==> config.mk <==
export PLATFORM = sky130hd
export DESIGN_NAME = weighted_reservoir_picker
export DESIGN_NICKNAME = d
export VERILOG_FILES = /design/src/sv/wrp_pkg.sv /design/src/sv/wrp_front.sv /design/src/sv/wrp_queue.sv /design/src/sv/wrp_back.sv /design/src/sv/weighted_reservoir_picker.sv
export SDC_FILE = /design/constraint.sdc
export NUM_CORES = 1
export LEC_CHECK = 0
export ABC_AREA = 1
export ABC_CLOCK_PERIOD_IN_PS = 6990
export BUFFER_PORTS_ARGS = -buffer_cell sky130_fd_sc_hd__clkbuf_2
export CAP_MARGIN = 20
export CORE_AREA = 2 2 240 242
export CTS_BUF_LIST = sky130_fd_sc_hd__clkbuf_16
export DETAILED_ROUTE_END_ITERATION = 16
export DIE_AREA = 0 0 242 244
export GPL_TIMING_DRIVEN = 0
export PLACE_DENSITY = 0.66
export SYNTH_ARGS = -nofsm -noshare
export SYNTH_HDL_FRONTEND = slang
export SYNTH_HIERARCHICAL = 1
export SYNTH_SLANG_ARGS = --single-unit
export TNS_END_PERCENT = 1
==> constraint.sdc <==
create_clock -name clk -period 6.99 [get_ports clk]
set_input_delay 1.0485 -clock clk [delete_from_list [all_inputs] [get_ports clk]]
set_output_delay 1.0485 -clock clk [all_outputs]
set_load 0.05 [all_outputs]
==> src/sv/wrp_pkg.sv <==
// shared types and constants for the weighted reservoir picker
// used by the front parser, the operation queue, the back end and the top level
`default_nettype none

package wrp_pkg;

  localparam int WEIGHT_BITS = 24;
  localparam int TOTAL_BITS  = 32;
  localparam int CHAR_BITS   = 8;
  localparam int RND_BITS    = 31;
  localparam int CNT_BITS    = $clog2(RND_BITS);

  localparam logic [CHAR_BITS-1:0] CH_A     = 8'h41;
  localparam logic [CHAR_BITS-1:0] CH_Z     = 8'h5A;
  localparam logic [CHAR_BITS-1:0] CH_COLON = 8'h3A;
  localparam logic [CHAR_BITS-1:0] CH_COMMA = 8'h2C;
  localparam logic [CHAR_BITS-1:0] CH_ZERO  = 8'h30;
  localparam logic [CHAR_BITS-1:0] CH_NINE  = 8'h39;
  localparam int                   DEC_BASE = 10;

  localparam logic [WEIGHT_BITS-1:0] WEIGHT_MAX = {WEIGHT_BITS{1'b1}};
  localparam logic [TOTAL_BITS-1:0]  TOTAL_MAX  = {TOTAL_BITS{1'b1}};

  typedef enum logic [2:0] {
    PH_FIRST,
    PH_SECOND,
    PH_AFTER,
    PH_WEIGHT,
    PH_STOP
  } phase_t;

  typedef enum logic [1:0] {
    BK_IDLE,
    BK_DIV,
    BK_DONE
  } back_state_t;

  // one operation handed from the parser to the back end
  typedef struct packed {
    logic                   close;
    logic                   emit;
    logic [WEIGHT_BITS-1:0] weight;
    logic [CHAR_BITS-1:0]   first;
    logic [CHAR_BITS-1:0]   second;
    logic [RND_BITS-1:0]    rnd;
  } op_t;

endpackage

`default_nettype wire

==> src/sv/wrp_front.sv <==
// front parser: walks the list byte by byte and turns entry ends into operations
// depends on wrp_pkg
`default_nettype none

module wrp_front (
  input  wire                       clk,
  input  wire                       rst_n,
  input  wire                       byte_vld,
  input  wire  [wrp_pkg::CHAR_BITS-1:0] text_byte,
  input  wire  [wrp_pkg::RND_BITS-1:0]  random_word,
  input  wire                       last,
  output logic                      op_push,
  output wrp_pkg::op_t              op_data
);
  import wrp_pkg::*;

  localparam int ACC_BITS = WEIGHT_BITS + 5;

  phase_t                 phase_r, phase_nxt;
  logic [CHAR_BITS-1:0]   first_r, first_nxt;
  logic [CHAR_BITS-1:0]   second_r, second_nxt;
  logic [WEIGHT_BITS-1:0] weight_r, weight_nxt;
  logic                   is_cap, is_digit;
  logic [ACC_BITS-1:0]    acc;
  logic                   close_now;
  logic [WEIGHT_BITS-1:0] close_w;

  assign is_cap   = (text_byte >= CH_A) && (text_byte <= CH_Z);
  assign is_digit = (text_byte >= CH_ZERO) && (text_byte <= CH_NINE);
  assign acc      = ACC_BITS'(weight_r) * ACC_BITS'(DEC_BASE)
                  + ACC_BITS'(text_byte - CH_ZERO);

  always_comb begin
    phase_nxt  = phase_r;
    first_nxt  = first_r;
    second_nxt = second_r;
    weight_nxt = weight_r;
    close_now  = 1'b0;
    close_w    = weight_r;
    unique case (phase_r)
      PH_FIRST: begin
        if (is_cap) begin
          first_nxt = text_byte;
          phase_nxt = PH_SECOND;
        end else begin
          phase_nxt = PH_STOP;
        end
      end
      PH_SECOND: begin
        if (is_cap) begin
          second_nxt = text_byte;
          phase_nxt  = PH_AFTER;
        end else begin
          phase_nxt = PH_STOP;
        end
      end
      PH_AFTER: begin
        if (text_byte == CH_COLON) begin
          weight_nxt = '0;
          phase_nxt  = PH_WEIGHT;
        end else begin
          close_now = 1'b1;
          close_w   = WEIGHT_BITS'(1);
          phase_nxt = (text_byte == CH_COMMA) ? PH_FIRST : PH_STOP;
        end
      end
      PH_WEIGHT: begin
        if (is_digit) begin
          weight_nxt = (acc > ACC_BITS'(WEIGHT_MAX)) ? WEIGHT_MAX : acc[WEIGHT_BITS-1:0];
        end else begin
          close_now = 1'b1;
          phase_nxt = (text_byte == CH_COMMA) ? PH_FIRST : PH_STOP;
        end
      end
      default: phase_nxt = PH_STOP;
    endcase

    // end of list closes an open entry with the same draw
    if (last && (phase_nxt == PH_AFTER)) begin
      close_now = 1'b1;
      close_w   = WEIGHT_BITS'(1);
    end else if (last && (phase_nxt == PH_WEIGHT)) begin
      close_now = 1'b1;
      close_w   = weight_nxt;
    end

    op_push        = byte_vld && (close_now || last);
    op_data.close  = close_now;
    op_data.emit   = last;
    op_data.weight = close_w;
    op_data.first  = first_nxt;
    op_data.second = second_nxt;
    op_data.rnd    = random_word;
  end

  always_ff @(posedge clk) begin
    if (!rst_n) begin
      phase_r  <= PH_FIRST;
      first_r  <= '0;
      second_r <= '0;
      weight_r <= '0;
    end else if (byte_vld) begin
      if (last) begin
        phase_r  <= PH_FIRST;
        first_r  <= '0;
        second_r <= '0;
        weight_r <= '0;
      end else begin
        phase_r  <= phase_nxt;
        first_r  <= first_nxt;
        second_r <= second_nxt;
        weight_r <= weight_nxt;
      end
    end
  end

endmodule

`default_nettype wire

==> src/sv/wrp_queue.sv <==
// two-entry operation queue between the parser and the back end
// depends on wrp_pkg
`default_nettype none

module wrp_queue (
  input  wire           clk,
  input  wire           rst_n,
  input  wire           push,
  input  wrp_pkg::op_t  push_data,
  output logic          full,
  input  wire           pop,
  output wrp_pkg::op_t  pop_data,
  output logic          empty
);
  import wrp_pkg::*;

  op_t        mem_r [2];
  logic       wr_ptr_r, wr_ptr_nxt;
  logic       rd_ptr_r, rd_ptr_nxt;
  logic [1:0] cnt_r, cnt_nxt;
  logic       do_push, do_pop;

  assign full     = (cnt_r == 2'd2);
  assign empty    = (cnt_r == 2'd0);
  assign do_push  = push && !full;
  assign do_pop   = pop && !empty;
  assign pop_data = mem_r[rd_ptr_r];

  always_comb begin
    wr_ptr_nxt = do_push ? ~wr_ptr_r : wr_ptr_r;
    rd_ptr_nxt = do_pop ? ~rd_ptr_r : rd_ptr_r;
    cnt_nxt    = cnt_r + 2'(do_push) - 2'(do_pop);
  end

  always_ff @(posedge clk) begin
    if (do_push) begin
      mem_r[wr_ptr_r] <= push_data;
    end
  end

  always_ff @(posedge clk) begin
    if (!rst_n) begin
      wr_ptr_r <= 1'b0;
      rd_ptr_r <= 1'b0;
      cnt_r    <= 2'd0;
    end else begin
      wr_ptr_r <= wr_ptr_nxt;
      rd_ptr_r <= rd_ptr_nxt;
      cnt_r    <= cnt_nxt;
    end
  end

endmodule

`default_nettype wire

==> src/sv/wrp_back.sv <==
// back end: total update, bit-serial modulo of the draw, pick update and result register
// depends on wrp_pkg
`default_nettype none

module wrp_back (
  input  wire                            clk,
  input  wire                            rst_n,
  input  wire                            op_avail,
  input  wrp_pkg::op_t                   op_data,
  output logic                           op_pop,
  output logic                           res_valid,
  input  wire                            res_ready,
  output logic                           res_picked,
  output logic [wrp_pkg::CHAR_BITS-1:0]  res_first,
  output logic [wrp_pkg::CHAR_BITS-1:0]  res_second,
  output logic [wrp_pkg::TOTAL_BITS-1:0] res_total
);
  import wrp_pkg::*;

  back_state_t           st_r, st_nxt;
  op_t                   op_r, op_nxt;
  logic [TOTAL_BITS-1:0] total_r, total_nxt;
  logic [CHAR_BITS-1:0]  kfirst_r, kfirst_nxt;
  logic [CHAR_BITS-1:0]  ksecond_r, ksecond_nxt;
  logic                  have_r, have_nxt;
  logic [TOTAL_BITS-1:0] rem_r, rem_nxt;
  logic [RND_BITS-1:0]   rnd_r, rnd_nxt;
  logic [CNT_BITS-1:0]   cnt_r, cnt_nxt;
  logic                  div_r, div_nxt;
  logic                  ovld_r, ovld_nxt;
  logic                  opick_r, opick_nxt;
  logic [CHAR_BITS-1:0]  ofirst_r, ofirst_nxt;
  logic [CHAR_BITS-1:0]  osecond_r, osecond_nxt;
  logic [TOTAL_BITS-1:0] ototal_r, ototal_nxt;
  logic [TOTAL_BITS:0]   sum, shifted, diff;
  logic                  hit, out_free;

  assign sum      = {1'b0, total_r} + (TOTAL_BITS+1)'(op_data.weight);
  assign shifted  = {rem_r, rnd_r[RND_BITS-1]};
  assign diff     = shifted - {1'b0, total_r};
  assign hit      = div_r && (rem_r < TOTAL_BITS'(op_r.weight));
  assign out_free = !ovld_r || res_ready;

  always_comb begin
    st_nxt      = st_r;
    op_nxt      = op_r;
    total_nxt   = total_r;
    kfirst_nxt  = kfirst_r;
    ksecond_nxt = ksecond_r;
    have_nxt    = have_r;
    rem_nxt     = rem_r;
    rnd_nxt     = rnd_r;
    cnt_nxt     = cnt_r;
    div_nxt     = div_r;
    ovld_nxt    = ovld_r && !res_ready;
    opick_nxt   = opick_r;
    ofirst_nxt  = ofirst_r;
    osecond_nxt = osecond_r;
    ototal_nxt  = ototal_r;
    op_pop      = 1'b0;
    unique case (st_r)
      BK_IDLE: begin
        if (op_avail) begin
          op_pop  = 1'b1;
          op_nxt  = op_data;
          rem_nxt = '0;
          rnd_nxt = op_data.rnd;
          cnt_nxt = '0;
          if (op_data.close && (op_data.weight != '0)) begin
            total_nxt = sum[TOTAL_BITS] ? TOTAL_MAX : sum[TOTAL_BITS-1:0];
            div_nxt   = 1'b1;
            st_nxt    = BK_DIV;
          end else begin
            div_nxt = 1'b0;
            st_nxt  = BK_DONE;
          end
        end
      end
      BK_DIV: begin
        // restoring division, one remainder bit per cycle
        rem_nxt = (shifted >= {1'b0, total_r}) ? diff[TOTAL_BITS-1:0]
                                               : shifted[TOTAL_BITS-1:0];
        rnd_nxt = {rnd_r[RND_BITS-2:0], 1'b0};
        cnt_nxt = cnt_r + CNT_BITS'(1);
        if (cnt_r == CNT_BITS'(RND_BITS - 1)) begin
          st_nxt = BK_DONE;
        end
      end
      BK_DONE: begin
        if (hit) begin
          kfirst_nxt  = op_r.first;
          ksecond_nxt = op_r.second;
          have_nxt    = 1'b1;
        end
        if (!op_r.emit) begin
          st_nxt = BK_IDLE;
        end else if (out_free) begin
          ovld_nxt    = 1'b1;
          opick_nxt   = have_nxt;
          ofirst_nxt  = kfirst_nxt;
          osecond_nxt = ksecond_nxt;
          ototal_nxt  = total_r;
          total_nxt   = '0;
          kfirst_nxt  = '0;
          ksecond_nxt = '0;
          have_nxt    = 1'b0;
          st_nxt      = BK_IDLE;
        end
      end
      default: st_nxt = BK_IDLE;
    endcase
  end

  always_ff @(posedge clk) begin
    if (!rst_n) begin
      st_r      <= BK_IDLE;
      total_r   <= '0;
      kfirst_r  <= '0;
      ksecond_r <= '0;
      have_r    <= 1'b0;
      ovld_r    <= 1'b0;
      div_r     <= 1'b0;
      cnt_r     <= '0;
    end else begin
      st_r      <= st_nxt;
      total_r   <= total_nxt;
      kfirst_r  <= kfirst_nxt;
      ksecond_r <= ksecond_nxt;
      have_r    <= have_nxt;
      ovld_r    <= ovld_nxt;
      div_r     <= div_nxt;
      cnt_r     <= cnt_nxt;
    end
  end

  always_ff @(posedge clk) begin
    op_r      <= op_nxt;
    rem_r     <= rem_nxt;
    rnd_r     <= rnd_nxt;
    opick_r   <= opick_nxt;
    ofirst_r  <= ofirst_nxt;
    osecond_r <= osecond_nxt;
    ototal_r  <= ototal_nxt;
  end

  assign res_valid  = ovld_r;
  assign res_picked = opick_r;
  assign res_first  = ofirst_r;
  assign res_second = osecond_r;
  assign res_total  = ototal_r;

endmodule

`default_nettype wire

==> src/sv/weighted_reservoir_picker.sv <==
// top level of the weighted reservoir picker: stream ports around parser, queue and back end
// depends on wrp_pkg, wrp_front, wrp_queue, wrp_back
`default_nettype none

// Picks one two-letter code from a list "CC:weight,CC:weight,..." streamed one
// byte per transfer, each byte carrying a 31-bit random draw. A missing weight
// counts as 1, weight 0 skips the entry, weights saturate at 24 bits and the
// total at 32 bits. Parsing stops at the first malformed pair or at any byte
// other than a comma after an entry. One result transfer follows the byte
// marked by in_tlast: picked flag, the two letters (zero if none) and the total,
// after which all state starts afresh. A byte that closes an entry with nonzero
// weight holds the back end for the bit-serial modulo of the draw by the running
// total, one remainder bit per cycle; the parser keeps taking bytes until the
// two-entry queue in front of the back end fills. The result sits in an output
// register, so the back end moves on while it waits to be taken, and stalls
// only when it has a further result to hand over before then.
module weighted_reservoir_picker (
  input  wire         clk,
  input  wire         rst_n,
  // input stream
  input  wire         in_tvalid,
  output logic        in_tready,
  input  wire  [39:0] in_tdata,   // text_byte [7:0], random_word [38:8], zero [39]
  input  wire         in_tlast,   // last byte of the list
  // result stream
  output logic        out_tvalid,
  input  wire         out_tready,
  output logic [47:0] out_tdata,  // first_letter [7:0], second_letter [15:8],
                                  // weight_total [47:16]
  output logic        out_tuser   // picked
);
  import wrp_pkg::*;

  logic                  q_full, q_empty, q_push, q_pop;
  op_t                   q_in, q_out;
  logic                  byte_vld;
  logic                  res_picked;
  logic [CHAR_BITS-1:0]  res_first, res_second;
  logic [TOTAL_BITS-1:0] res_total;

  // a byte is only taken when its operation surely fits in the queue
  assign in_tready = !q_full;
  assign byte_vld  = in_tvalid && in_tready;

  wrp_front u_front (
    .clk         (clk),
    .rst_n       (rst_n),
    .byte_vld    (byte_vld),
    .text_byte   (in_tdata[CHAR_BITS-1:0]),
    .random_word (in_tdata[CHAR_BITS +: RND_BITS]),
    .last        (in_tlast),
    .op_push     (q_push),
    .op_data     (q_in)
  );

  wrp_queue u_queue (
    .clk       (clk),
    .rst_n     (rst_n),
    .push      (q_push),
    .push_data (q_in),
    .full      (q_full),
    .pop       (q_pop),
    .pop_data  (q_out),
    .empty     (q_empty)
  );

  wrp_back u_back (
    .clk        (clk),
    .rst_n      (rst_n),
    .op_avail   (!q_empty),
    .op_data    (q_out),
    .op_pop     (q_pop),
    .res_valid  (out_tvalid),
    .res_ready  (out_tready),
    .res_picked (res_picked),
    .res_first  (res_first),
    .res_second (res_second),
    .res_total  (res_total)
  );

  assign out_tdata = {res_total, res_second, res_first};
  assign out_tuser = res_picked;

endmodule

`default_nettype wire
-- Yosys cells after proc, flatten, opt, wreduce, memory -nomap -nowiden
Memories as Yosys holds them, arrays and structs flattened. A register that Yosys moved wholly into a read port is not among the register bits.
Cells that the tools add are included.
- reductions and logical operators: 28
- eq/ne operators: 17
- bitwise logic cells: 3
- muxes and demuxes: 65
- $lt $le $gt $ge: 7
- $add $sub $neg: 7
- $mul: 1
- operator list (operator ; count):
    $mux 32 ; 7
    $mux 24 ; 8
    $pmux 32 s2 ; 2
    $mux 8 ; 12
    $pmux 31 s2 ; 1
    $pmux 24 s2 ; 1
    $add 32x24->33 ; 1
    $ge 33x32->1 ; 1
    $lt 32x24->1 ; 1
    $sub 32x32->32 ; 1
    $mux 31 ; 1
    $add 28x29->29 ; 1
    $gt 29x24->1 const B ; 1
    $mul 24x3->27 const B ; 1
    $reduce_bool 24->1 ; 1
    $mux 3 ; 6
    $mux 1 ; 17
    $eq 8x6->1 const B ; 2
    $eq 3x2->1 const B ; 4
    $pmux 3 s4 ; 1
    $logic_and 1x1->1 ; 11
    $mux 2 ; 5
    $pmux 5 s2 ; 1
    $sub 8x6->9 const B ; 1
    26 further kinds ; 40
- register bits: 258
- output and inout port bits: 51
- memories kept: 1
- bits of input ports: 45
- word-level logic and storage cells: 154
- RAM bits: 146
- memories (memory ; words ; bits a word ; rd ports ; clocked after Yosys merged registers in ; write ports ; RTL line ; source):
    u_queue.mem_r ; 2 ; 73 ; 1 ; 1 ; 1 ; wrp_queue.sv:17 ; op_t mem_r [2];

-- Longest topological paths before layout
- depth after elaboration: 13
- mapped depth: 31
- gate-level depth less buffers: 30

-- Modules after synthesis
The synthesis kept the hierarchy.
- by module, submodules not included (module ; area an instance (um2) ; cells each ; seq. area each (um2) ; instances):
    wrp_back ; 12979.9 ; 1682 ; 5755.5 ; 1
    wrp_front ; 6257.3 ; 1045 ; 860.8 ; 1
    wrp_queue ; 5868.1 ; 265 ; 4484.3 ; 1
    weighted_reservoir_picker ; 17.5 ; 4 ; 0.0 ; 1

-- Least setup slack after synthesis
Ideal clock, no wire load.
- kind: input to register
- from: input in_tdata[4]
- to: memory u_queue/mem_r[0][0] (netlist name), enable pin
- data required time: 6.486 ns
- path slack: 1.455 ns
- data arrival time: 5.031 ns
- stages on the path: 9
- setup time: 0.504 ns
- path buffers: 0
- cells stage by stage: ha_1 > nor3b_1 > nor2_2 > inv_1 > o21ai_0 > o21ai_0 > inv_1 > nand2_1 > nor2_1
- word-level cells in the longest chain between the ends: 13
- elaborated cells between the ends (all ways): 28
- classes of those cells: order compare (4); eq/ne (4); mux (13); reduce/logical (7)
- RTL lines (element ; RTL line ; source):
    start: declaration ; weighted_reservoir_picker.sv:23 ; input wire [39:0] in_tdata,
    $ge 8x6->1 (tied with other cells) ; wrp_front.sv:29 ; assign is_digit = (text_byte >= CH_ZERO) && (text_byte <= CH_NINE);
    $logic_and 1x1->1 (tied with other cells) ; wrp_front.sv:29 ;
    $mux 3, on equally long branches ; - ;
    $pmux 3 s4 ; wrp_front.sv:40 ; unique case (phase_r)
    $eq 3x2->1 ; wrp_front.sv:82 ; end else if (last && (phase_nxt == PH_WEIGHT)) begin
    $logic_and 1x1->1 ; wrp_front.sv:82 ;
    $mux 1 ; wrp_front.sv:82 ;
    $mux 1 * ; wrp_front.sv:79 ; if (last && (phase_nxt == PH_AFTER)) begin
    $logic_or 1x1->1 * ; wrp_front.sv:87 ; op_push = byte_vld && (close_now || last);
    $logic_and 1x1->1 * ; wrp_front.sv:87 ;
    net q_push ; weighted_reservoir_picker.sv:34 ; logic q_full, q_empty, q_push, q_pop;
    $logic_and 1x1->1 * ; wrp_queue.sv:25 ; assign do_push = push && !full;
    $mux 1 * ; wrp_queue.sv:36 ; if (do_push) begin
    $mux 1 (not written as such) * ; wrp_queue.sv:37 ; mem_r[wr_ptr_r] <= push_data;
    end: declaration ; wrp_queue.sv:17 ;
The timed path passes the listed nets; every way through them passes the cells marked *.

==> results.txt <==
- Slew margin rel.: 0.404
- Counting flops with a built-in enable in the synthesized netlist gives around 300.
- Clock Pin Slew Worst Setup and Hold Paths: approximately 60 ps
- The tool flagged a number of max-cap violations equal to 0.
* Yosys warning count: 6
- The initial antenna violation count is 1.
- Mapped Area: 0.0251 mm^2
* CTS sink count: about 410
* Number of nets produced by synthesis: roughly 3200
- Pwr dens: 358 mW/mm^2
- For this run, the top clock speed supported by timing is 0.187 GHz.
- The worst setup path is captured at a register.
- Crit Path Max Fanout: 10
* CP Data Required Time: 7310 ps
- The H-tree was split into 2 levels.
- Area fraction in and, or, nand and nor cells after synthesis: 0.242
- After the last flow step, the layout net total stands at 3320.
- Final ANT Viol Nets: 0
- In the final layout, the share of cells above drive strength 1 is 0.109.
- Global routing usage summed across all routing layers: 0.213
- The worst hold path begins at u_back/ksecond_r[1]$_SDFFE_PN0P_.
- Of the post-synthesis cell area, the part taken by muxes is 0.0432.
- Worst flop-to-flop path endpoint: u_queue/mem_r[1][47]$_DFFE_PP_
- For this configuration, the core starts out at a cell density of 0.447.
- The number of clock buffers added by TritonCTS is 44.
* Final wirelength: between 60 and 70 mm
- RSZ-0062 raised after global routing: no
- Clock latency on the worst-skew pair, taken at its later pin, is 580 ps.
- Final Max Tran Viols: 0
* Quantity of I/O buffers inserted on ports: 63
- Path class of the lowest-slack min-delay path: reg2reg
- Via count normalized by instance count: about 5
* Number of global-route vias before repair: 18900
- By area, the combinational part of the netlist is dominated by simple AND/OR/NAND/NOR gates.
- Number of filler cells placed in the layout: 5374
* HPWL reported at the end of detailed placement: 49.4 mm
- Combined flip-flop and latch cell area: 0.0111 mm^2
- Number of primary I/O pins: 96
- Register-to-Register Setup Slack: 1640 ps
- For this run, design rule violations remaining after detail routing come to 0.
- Across all hold checks on the routed design, the worst slack comes to between 400 and 500 ps.
- The first global-routing pass estimated 101 mm of wire.
- Worst path arrival time: 5670 ps
- The most used flip-flop cell after synthesis is sky130_fd_sc_hd__edfxtp_1.
- Complex-gate fraction of the synthesized area: 0.0802
- Number of optimization iterations in the first detailed-route pass: 8
* Average footprint of a synthesized cell: 8.39 um^2
- Worst R2R Start: u_front/weight_r[1]$_SDFFE_PN0P_
- TritonCTS built the clock tree.
- In the synthesized netlist the async set-or-reset flop fraction comes to 0.
- Area of the multi-input gates: 0.0119 mm^2
- The path with the worst hold slack has its endpoint at u_back/ksecond_r[1]$_SDFFE_PN0P_.
- Hold-critical path depth: 2
- Including well taps, the total number of placed cells is 3821.
* CP Launch Type: register
- Die X-Extent: 242 um
* Non-filler cells, final: 3903
- Setup bufs post-CTS: 0
* Library cell used as clock root buffer: sky130_fd_sc_hd__clkbuf_16
* FP Rows: 87
- Average detailed-routed wire length per instance: 16.1 um
* Overall via count from detail_route: 19700
- Maximum number of pins on one net before global-route repair: 65
- Measured along the y axis, the die boundary spans 244 um.
* Post-synthesis to final-layout area growth: 11.5%
* Remaining global-route overflow: 0
- In this run, synthesis produced a sequential element count of slightly above 400.
- Total count of hold-check failures in the final report: 0
* Post-CTS sizing: 0
- In this run the static leakage power is 0.0123 uW.
* Adder-Cell Fraction of Synth Area: 0.0829
- The core region is 0.0562 mm^2.
- Deepest clock path buffer count: 3
- Slew at the pin closest to its max-slew limit: ~890 ps
- Gate count of the mapped netlist: between 2000 and 3000
- Outcome: finished, final reports clean
- By startpoint and endpoint, the worst setup path is classified as reg2reg.
* Minimum clock period after layout: roughly 5400 ps
- On the final layout, the worst clock skew is 20.0 ps.
- Of the total synthesized cell area, the portion taken by XOR and XNOR cells is 0.0258.
- Worst vdd rail ir drop: around 0.21 mV
- The congestion estimate from routability-driven global placement came to a little under 1.
* Die ar.: 0.0590 mm^2
- Setup violations remaining at the end of the flow were counted as 0.
- Distinct cell type count of the synthesized netlist: 53
* Portion of the post-synthesis area used by sequential elements: 0.442
- Final period util: 0.766
* Depth of the worst register-to-register path: 26
- For this design, the CTS-stage hold fixing added 0 buffers.
- DRC marker count from the first detailed-route iteration: 1307
layout by cell type (no fill, tap or decap), types with 20 or more instances in the layout:
cell	count
sky130_fd_sc_hd__nand3b_1	24
sky130_fd_sc_hd__edfxtp_1	299
sky130_fd_sc_hd__o21ai_0	63
sky130_fd_sc_hd__xor2_1	37
sky130_fd_sc_hd__mux2_4	70
sky130_fd_sc_hd__nand3_1	173
sky130_fd_sc_hd__buf_4	35
sky130_fd_sc_hd__a21oi_1	219
sky130_fd_sc_hd__o21ai_1	25
sky130_fd_sc_hd__ha_1	160
sky130_fd_sc_hd__and2_1	25
sky130_fd_sc_hd__inv_1	367
sky130_fd_sc_hd__nand2_1	887
sky130_fd_sc_hd__dfxtp_1	106
sky130_fd_sc_hd__clkbuf_1	28
sky130_fd_sc_hd__nor3_1	20
sky130_fd_sc_hd__nand4_1	25
sky130_fd_sc_hd__xnor2_1	37
sky130_fd_sc_hd__clkbuf_16	45
sky130_fd_sc_hd__nor2_1	217
sky130_fd_sc_hd__clkbuf_2	63
worst max path at each step:
stage                     cells past startpoint  slack [ps]                        endpoint                        startpoint
after floorplan                               9        1450   u_queue/mem_r[0][0]$_DFFE_PP_                       in_tdata[4]
after global placement                        9        -810   u_queue/mem_r[0][7]$_DFFE_PP_                       in_tdata[4]
after detailed placement                     30        1650  u_queue/mem_r[1][47]$_DFFE_PP_  u_front/weight_r[1]$_SDFFE_PN0P_
after CTS                                    30        1620  u_queue/mem_r[0][47]$_DFFE_PP_  u_front/weight_r[1]$_SDFFE_PN0P_
after global routing                         30        1180  u_queue/mem_r[0][47]$_DFFE_PP_  u_front/weight_r[1]$_SDFFE_PN0P_
final                                        26        1640  u_queue/mem_r[1][47]$_DFFE_PP_  u_front/weight_r[1]$_SDFFE_PN0P_
where the power goes:
part	internal [uW]	switching [uW]	total (uW)	leakage, uW
logic	1380	2730	4110	0.00786
registers	3280	270	3550	0.00366
clock network	1380	1000	2380	0.000756
total	6040	4000	10000	0.0123
layout make-up:
class,instances,area share
Multi-Input combinational cell,2118,0.426
Sequential cell,405,0.396
Inverter,371,0.0501
Clock buffer,45,0.0402
Tap cell,756,0.0338
Buffer,102,0.0255
Timing Repair Buffer,69,0.0159
Clock inverter,36,0.0127
Antenna cell,1,0.0000893
cells by family after synthesis:
kind of cell,count (synthesis)
AO/OA/AOI/OAI,372
XOR/XNOR,74
multiplexers,73
buffers and inverters,473
flip-flops,405
AND/OR/NAND/NOR,1435
adder cells (fa/ha/maj),164
Yosys cell counts (37+ instances only):
master                       n  area [um^2]
sky130_fd_sc_hd__ha_1      160         2000
sky130_fd_sc_hd__dfxtp_1   106         2120
sky130_fd_sc_hd__nor2_1    220          826
sky130_fd_sc_hd__mux2_4     70         1050
sky130_fd_sc_hd__edfxtp_1  299         8980
sky130_fd_sc_hd__xor2_1     37          324
sky130_fd_sc_hd__nand2_1   887         3330
sky130_fd_sc_hd__inv_1     364         1370
sky130_fd_sc_hd__nand3_1   173          866
sky130_fd_sc_hd__xnor2_1    37          324
sky130_fd_sc_hd__o21ai_0    63          315
sky130_fd_sc_hd__a21oi_1   219         1100
stage by stage:
step	TNS (ps)	power (uW)	worst slack [ps]	utilization	instance area [um^2]
after global placement	-57690	7650	-806	0.470	26400
after floorplan	0	6550	1450	-	25100
after CTS	0	10100	1620	0.499	28000
after global routing	0	10700	1180	0.499	28000
final	0	10000	1640	0.499	28000
after detailed placement	0	7670	1650	0.472	26500
flip-flops by register name, summed over array words and instances, names as in the netlist, 8 cells and up, named ones only:
name / flops
u_queue/mem_r: 146
u_back/op_r: 41
u_back/rem_r: 32
u_back/res_total: 32
u_back/total_r: 32
u_back/rnd_r: 31
u_front/weight_r: 24
u_back/kfirst_r: 8
u_back/ksecond_r: 8
u_back/res_first: 8
u_back/res_second: 8
u_front/first_r: 8
u_front/second_r: 8
metal layers:
metal | GRT usage | share of wire | vias to the layer above
li1 | - | - | 10100
met1 | 0.285 | 0.46 | 9064
met2 | 0.362 | 0.47 | 440
met3 | 0.0289 | 0.049 | 73
met4 | 0.0585 | 0.023 | 2
met5 | 0 | 0.00021 | -
worst max-delay path, cell delays in order (launching register included):
cell and delay, ps:
sky130_fd_sc_hd__dfxtp_1 390, sky130_fd_sc_hd__ha_1 310, sky130_fd_sc_hd__ha_1 250, sky130_fd_sc_hd__inv_1 80
sky130_fd_sc_hd__fa_1 400, sky130_fd_sc_hd__o21ai_1 350, sky130_fd_sc_hd__a31oi_1 210, sky130_fd_sc_hd__o21ai_1 260
sky130_fd_sc_hd__a21oi_1 170, sky130_fd_sc_hd__o21ai_1 240, sky130_fd_sc_hd__a21oi_1 110, sky130_fd_sc_hd__xnor2_1 220
sky130_fd_sc_hd__ha_1 320, sky130_fd_sc_hd__nand2_1 150, sky130_fd_sc_hd__nor2_1 90, sky130_fd_sc_hd__and2_1 180
sky130_fd_sc_hd__a21oi_1 220, sky130_fd_sc_hd__nand2_1 70, sky130_fd_sc_hd__nand2_1 60, sky130_fd_sc_hd__nand2_1 70
sky130_fd_sc_hd__nor2_4 230, sky130_fd_sc_hd__buf_6 180, sky130_fd_sc_hd__nand3_2 80, sky130_fd_sc_hd__nand2_2 70
sky130_fd_sc_hd__o21ai_2 60, sky130_fd_sc_hd__o21ai_1 220, sky130_fd_sc_hd__inv_1 90
Note: power is estimated with default switching activity, not from simulation.
